`config.mk`:
```
export PLATFORM = sky130hd
export DESIGN_NAME = etb_walk_ctrl
export DESIGN_NICKNAME = d
export VERILOG_FILES = /design/src/hdl/etb_pkg.sv /design/src/hdl/etb_walk_ctrl.sv
export SDC_FILE = /design/constraint.sdc
export NUM_CORES = 1
export LEC_CHECK = 0
export ABC_CLOCK_PERIOD_IN_PS = 4750
export BUFFER_PORTS_ARGS = -buffer_cell sky130_fd_sc_hd__buf_2
export CAP_MARGIN = 20
export CORE_AREA = 5 5 71 89
export DETAILED_ROUTE_END_ITERATION = 8
export DIE_AREA = 0 0 76 94
export PLACE_DENSITY = 0.74
export SLEW_MARGIN = 5
export SYNTH_ARGS = -nofsm -noshare
export SYNTH_HDL_FRONTEND = slang
export SYNTH_SLANG_ARGS = --single-unit
```
`constraint.sdc`:
```
create_clock -name clk -period 4.75 [get_ports clk]
set_input_delay 0.95 -clock clk [delete_from_list [all_inputs] [get_ports clk]]
set_output_delay 0.95 -clock clk [all_outputs]
set_load 0.005 [all_outputs]
```
`src/hdl/etb_pkg.sv`:
```
`default_nettype none
package etb_pkg;

  // Width of a node index on the ports and in a stored link
  localparam int IDX_W = 10;

  typedef logic [IDX_W-1:0] etb_idx_t;

  // One word of the ancestor store
  typedef struct packed {
    logic     valid;
    etb_idx_t link;
  } etb_word_t;

  // Access request from the sequencer to the ancestor store
  typedef struct packed {
    logic wr_en;
    logic rd_en;
  } etb_mem_cmd_t;

endpackage
`default_nettype wire

```
`src/hdl/etb_walk_ctrl.sv`:
```
`default_nettype none
module etb_walk_ctrl
  import etb_pkg::*;
#(
  parameter int MAX_NODES = 1024,
  localparam int ADDR_W = $clog2(MAX_NODES)
) (
  input  wire logic              clk,
  input  wire logic              rst_n,
  input  wire logic              in_valid,
  output logic                   in_ready,
  input  wire logic              in_start_req,
  input  wire etb_idx_t          in_row,
  input  wire etb_idx_t          in_column,
  input  wire logic              out_busy,
  output logic                   emit_valid,
  output etb_idx_t               emit_child,
  output etb_idx_t               emit_parent,
  output etb_mem_cmd_t           mem_cmd,
  output logic [ADDR_W-1:0]      waddr,
  output etb_word_t              wdata,
  output logic [ADDR_W-1:0]      raddr,
  input  wire etb_word_t         rdata
);

  localparam logic [2:0] S_CLEAR = 3'd0;
  localparam logic [2:0] S_IDLE  = 3'd1;
  localparam logic [2:0] S_RD    = 3'd2;
  localparam logic [2:0] S_EVAL  = 3'd3;
  localparam logic [2:0] S_EMIT  = 3'd4;

  localparam logic [ADDR_W-1:0] CLR_LAST = ADDR_W'(MAX_NODES - 1);

  logic [2:0]        state_r, state_nxt;
  logic [ADDR_W-1:0] clr_cnt_r, clr_cnt_nxt;
  logic              go_r, go_nxt;
  etb_idx_t          node_r, node_nxt;
  etb_idx_t          k_r, k_nxt;

  etb_idx_t cmp_a;
  etb_idx_t cmp_b;
  logic     cmp_lt;
  logic     in_range;

  // Share one less-than compare between the entry check and the walk step
  assign cmp_a    = (state_r == S_IDLE) ? in_column : rdata.link;
  assign cmp_b    = (state_r == S_IDLE) ? in_row : k_r;
  assign cmp_lt   = cmp_a < cmp_b;
  assign in_range = 32'(in_row) < MAX_NODES;

  assign in_ready    = (state_r == S_IDLE);
  assign emit_valid  = (state_r == S_EMIT);
  assign emit_child  = node_r;
  assign emit_parent = k_r;

  // Sequence clearing, link reads and compressed write-back
  always_comb begin
    state_nxt   = state_r;
    clr_cnt_nxt = clr_cnt_r;
    go_nxt      = go_r;
    node_nxt    = node_r;
    k_nxt       = k_r;
    mem_cmd     = '0;
    waddr       = ADDR_W'(node_r);
    wdata       = '{valid: 1'b1, link: k_r};
    raddr       = ADDR_W'(node_r);
    unique case (state_r)
      S_CLEAR: begin
        mem_cmd.wr_en = 1'b1;
        waddr         = clr_cnt_r;
        wdata         = '0;
        if (clr_cnt_r == CLR_LAST) begin
          clr_cnt_nxt = '0;
          state_nxt   = go_r ? S_RD : S_IDLE;
        end else begin
          clr_cnt_nxt = clr_cnt_r + 1'b1;
        end
      end
      S_IDLE: begin
        if (in_valid) begin
          node_nxt = in_column;
          k_nxt    = in_row;
          go_nxt   = in_range && cmp_lt;
          if (in_start_req) begin
            state_nxt = S_CLEAR;
          end else if (in_range && cmp_lt) begin
            state_nxt = S_RD;
          end
        end
      end
      S_RD: begin
        mem_cmd.rd_en = 1'b1;
        state_nxt     = S_EVAL;
      end
      S_EVAL: begin
        // point the visited node at the current row
        mem_cmd.wr_en = 1'b1;
        if (!rdata.valid) begin
          state_nxt = S_EMIT;
        end else if (cmp_lt) begin
          node_nxt      = rdata.link;
          mem_cmd.rd_en = 1'b1;
          raddr         = ADDR_W'(rdata.link);
        end else begin
          state_nxt = S_IDLE;
        end
      end
      S_EMIT: begin
        if (!out_busy) begin
          state_nxt = S_IDLE;
        end
      end
      default: begin
        state_nxt = S_IDLE;
      end
    endcase
  end

  // Control state
  always_ff @(posedge clk) begin
    if (!rst_n) begin
      state_r   <= S_CLEAR;
      clr_cnt_r <= '0;
      go_r      <= 1'b0;
    end else begin
      state_r   <= state_nxt;
      clr_cnt_r <= clr_cnt_nxt;
      go_r      <= go_nxt;
    end
  end

  // Walk position and current row
  always_ff @(posedge clk) begin
    node_r <= node_nxt;
    k_r    <= k_nxt;
  end

endmodule
`default_nettype wire

```
==> reports/results.ini <==
[run_status]
status=finished clean

[floorplan]
chipHeight_um=94
pin_count=91
die_w_um=76
site_rows=30
starting_utilization_of_the_core_area=0.4266
coreArea_um2=5368
die_area_um2=7144

[power]
cellPowerDensity_nw_per_um2=292.1
ir_drop_mv=0.1411
power.leakage_nw=1.449

[timing]
fmax_mhz=220.8
finalCritPeriodShare=0.9533
report.final.hold_viol_count=0
timing_worst_slew_pin_value_ns=0.8033
minimum_clock_period_after_layout_ns=4.528
grt_setup_unrepaired=no
hold_slack_ns=0.4768
relSlewSlack=0.4639
slew_viol_final=0
clock-skew-final_ns=0.006694
setup-tns-final_ns=0
setup_violations=0
setup_slack_ns=0.2218

[clock_tree]
cts_hold_buffers=0
clock_tree_root=clkbuf_8
clock_sink_count=34
clock_tree_from_tritoncts=done
clock_path_buffers=2
post-cts-setup-buffers=0
clk_pin_slew_ns=0.07
clk_latency_ns=0.29
cts_inserted_buffers=5
cts.htree.levels=2

[critical_path]
start_kind=flop
path_max_fanout=11
cp_slowest_stage_delay_ns=0.43
worstPathCellList=or3_4 > inv_4 > mux2i_1 > ha_1 > a21o_1 > a21o_1 > a2111o_1 > a311oi_2 > nand2_2 > buf_4 > mux2_4 > buf_2
path_delay_family=compound AO/OA/AOI/OAI gates
timing.setup.critical_path_class=reg2out
worst-path-buf-inv=3
crit_path_top_delay_cell=a2111o_1
timing.critical_path.required_ns=3.80
end_kind=output port
timing.critical_path.arrival_ns=3.58
worst_path_most_repeated_cell=a21o_1

[synth]
synth_async_sr_flop_share=0
synth.ff_latch_count=34
syn_avg_cell_area_um2=8.640
synth_edf_count=20
synthCells=265
seq_area_frac_synth=0.3847
synthesis.area_um2=2290
mappedNetlistNets=311
synth.yosys.warnings=0
yosys_most_used_dff=edfxtp_1
synth_cell_type_count=37

[grt]
grt_first_pass_wirelength_mm=10.27
grt_start_max_net_pins=26
grt-ovfl-total=0
gr-usage-all-layers=0.1765
grt_antenna_before_repair=0
via_count_of_the_first_global_routing_pass=2128

[cells_and_area]
area_growth_syn_to_layout_pct=27.98
commonest_cells_after_routing_fill_and_taps_aside=90 x buf_2, 74 x nand2_1, 26 x nor2_1
final_layout_size_suffix_gt1_frac=0.3407
nNetsFinal=406
layout.cells.most_common=buf_2
n_antenna_cell=0

[hold_path]
hp-class=reg2reg

[placement]
place_hpwl_mm=4.897
pre_cts_slack_ns=0.3866
io_buffers=90
place_congestion=0.8360

[routing]
route.detailed.drc=0
vias_per_cell=5.221
routed_wire_length_per_instance_um=14.68
detail_route.iter0.violations=103
drt.antenna.violating_nets=0
vias=2219
drt_first_pass_iters=4
postRouteWirelength_mm=6.237

[flow_run]
maxCapViolations=0

[kinds of logic (layout without fill, tap and decap cells)]
| group | Yosys count | count (layout) | synth area share |
|---|---|---|---|
| buf+inv | 19 | 115 | 0.03770 |
| xor+xnor | 7 | 7 | 0.02678 |
| flops | 34 | 34 | 0.3847 |
| mux | 31 | 31 | 0.1563 |
| simple gates | 130 | 130 | 0.2448 |
| fa+ha+maj | 10 | 10 | 0.05464 |
| compound gates | 34 | 34 | 0.09508 |
[report_power, final]
part / switching (mW) / internal (mW)
sequential: 0.0151 / 0.332
combinational: 0.154 / 0.130
clock: 0.107 / 0.118
total: 0.276 / 0.580
[metrics by stage]
| step | power [mW] | instance area [um2] | util | std cells |
|---|---|---|---|---|
| 6_report | 0.8560 | 2930 | 0.5459 | 425 |
| 3_5_place_dp | 0.6386 | 2835 | 0.5282 | 417 |
| 5_1_grt | 0.9121 | 2930 | 0.5459 | 425 |
| 2_1_floorplan | 0.5315 | 2290 | - | 265 |
| 3_3_place_gp | 0.6332 | 2835 | 0.5282 | 417 |
| 4_1_cts | 0.8626 | 2925 | 0.5450 | 425 |
[registers in the layout, indices dropped and copies added, names as in the netlist]
name	count
state_r	3
clr_cnt_r	10
emit_parent	10
go_r	1
emit_child	10
[worst min-delay path, delay by kind of cell (launching register included)]
kind,cells,cell delay [ns]
AOI/OAI and AO/OA,1,0.05
and+or+nand+nor,1,0.06
DFF,1,0.32
[final cells by class]
cell class,count,area (um2)
clock buffer,8,90.09
fill,511,2437
inverter,7,28.78
multi-input combinational,212,1325
sequential,34,880.8
tap,64,80.08
timing repair buffer,100,525.5
[synthesized netlist by cell type, drive strengths merged, types with 5 or more instances]
master / number / area, um2
xor2: 5 / 43.79
mux2: 11 / 157.7
mux2i: 20 / 200.2
and2: 11 / 68.82
a21oi: 17 / 85.08
clkbuf: 9 / 33.78
edfxtp: 20 / 600.6
inv: 7 / 26.28
dfxtp: 14 / 280.3
ha: 10 / 125.1
nand2: 75 / 281.5
nor2: 26 / 97.59
[metal layers]
metal	track usage	vias up	share of wire
li1	-	1103	-
met5	0	-	0
met3	0.04511	14	0.069
met1	0.2110	1018	0.41
met2	0.3057	84	0.50
met4	0.05935	0	0.020
[final timing paths]
| kind | start | to | slack [ns] | cells past startpoint |
|---|---|---|---|---|
| hold / removal | go_r | go_r | 0.48 | 2 |
| setup reg to reg | state_r[2] | emit_child[8] | 1.39 | 11 |
| setup / recovery | state_r[2] | raddr[5] | 0.22 | 12 |
| hold reg to reg | go_r | go_r | 0.48 | 2 |
[what timing repair did]
| action | CTS | global route |
|---|---|---|
| endpoints found under the setup margin | 0 | 8 |
| gates resized for setup | 0 | 3 |
| hold endpoints to repair | 0 | 0 |
(Power assumes the default switching activity.)
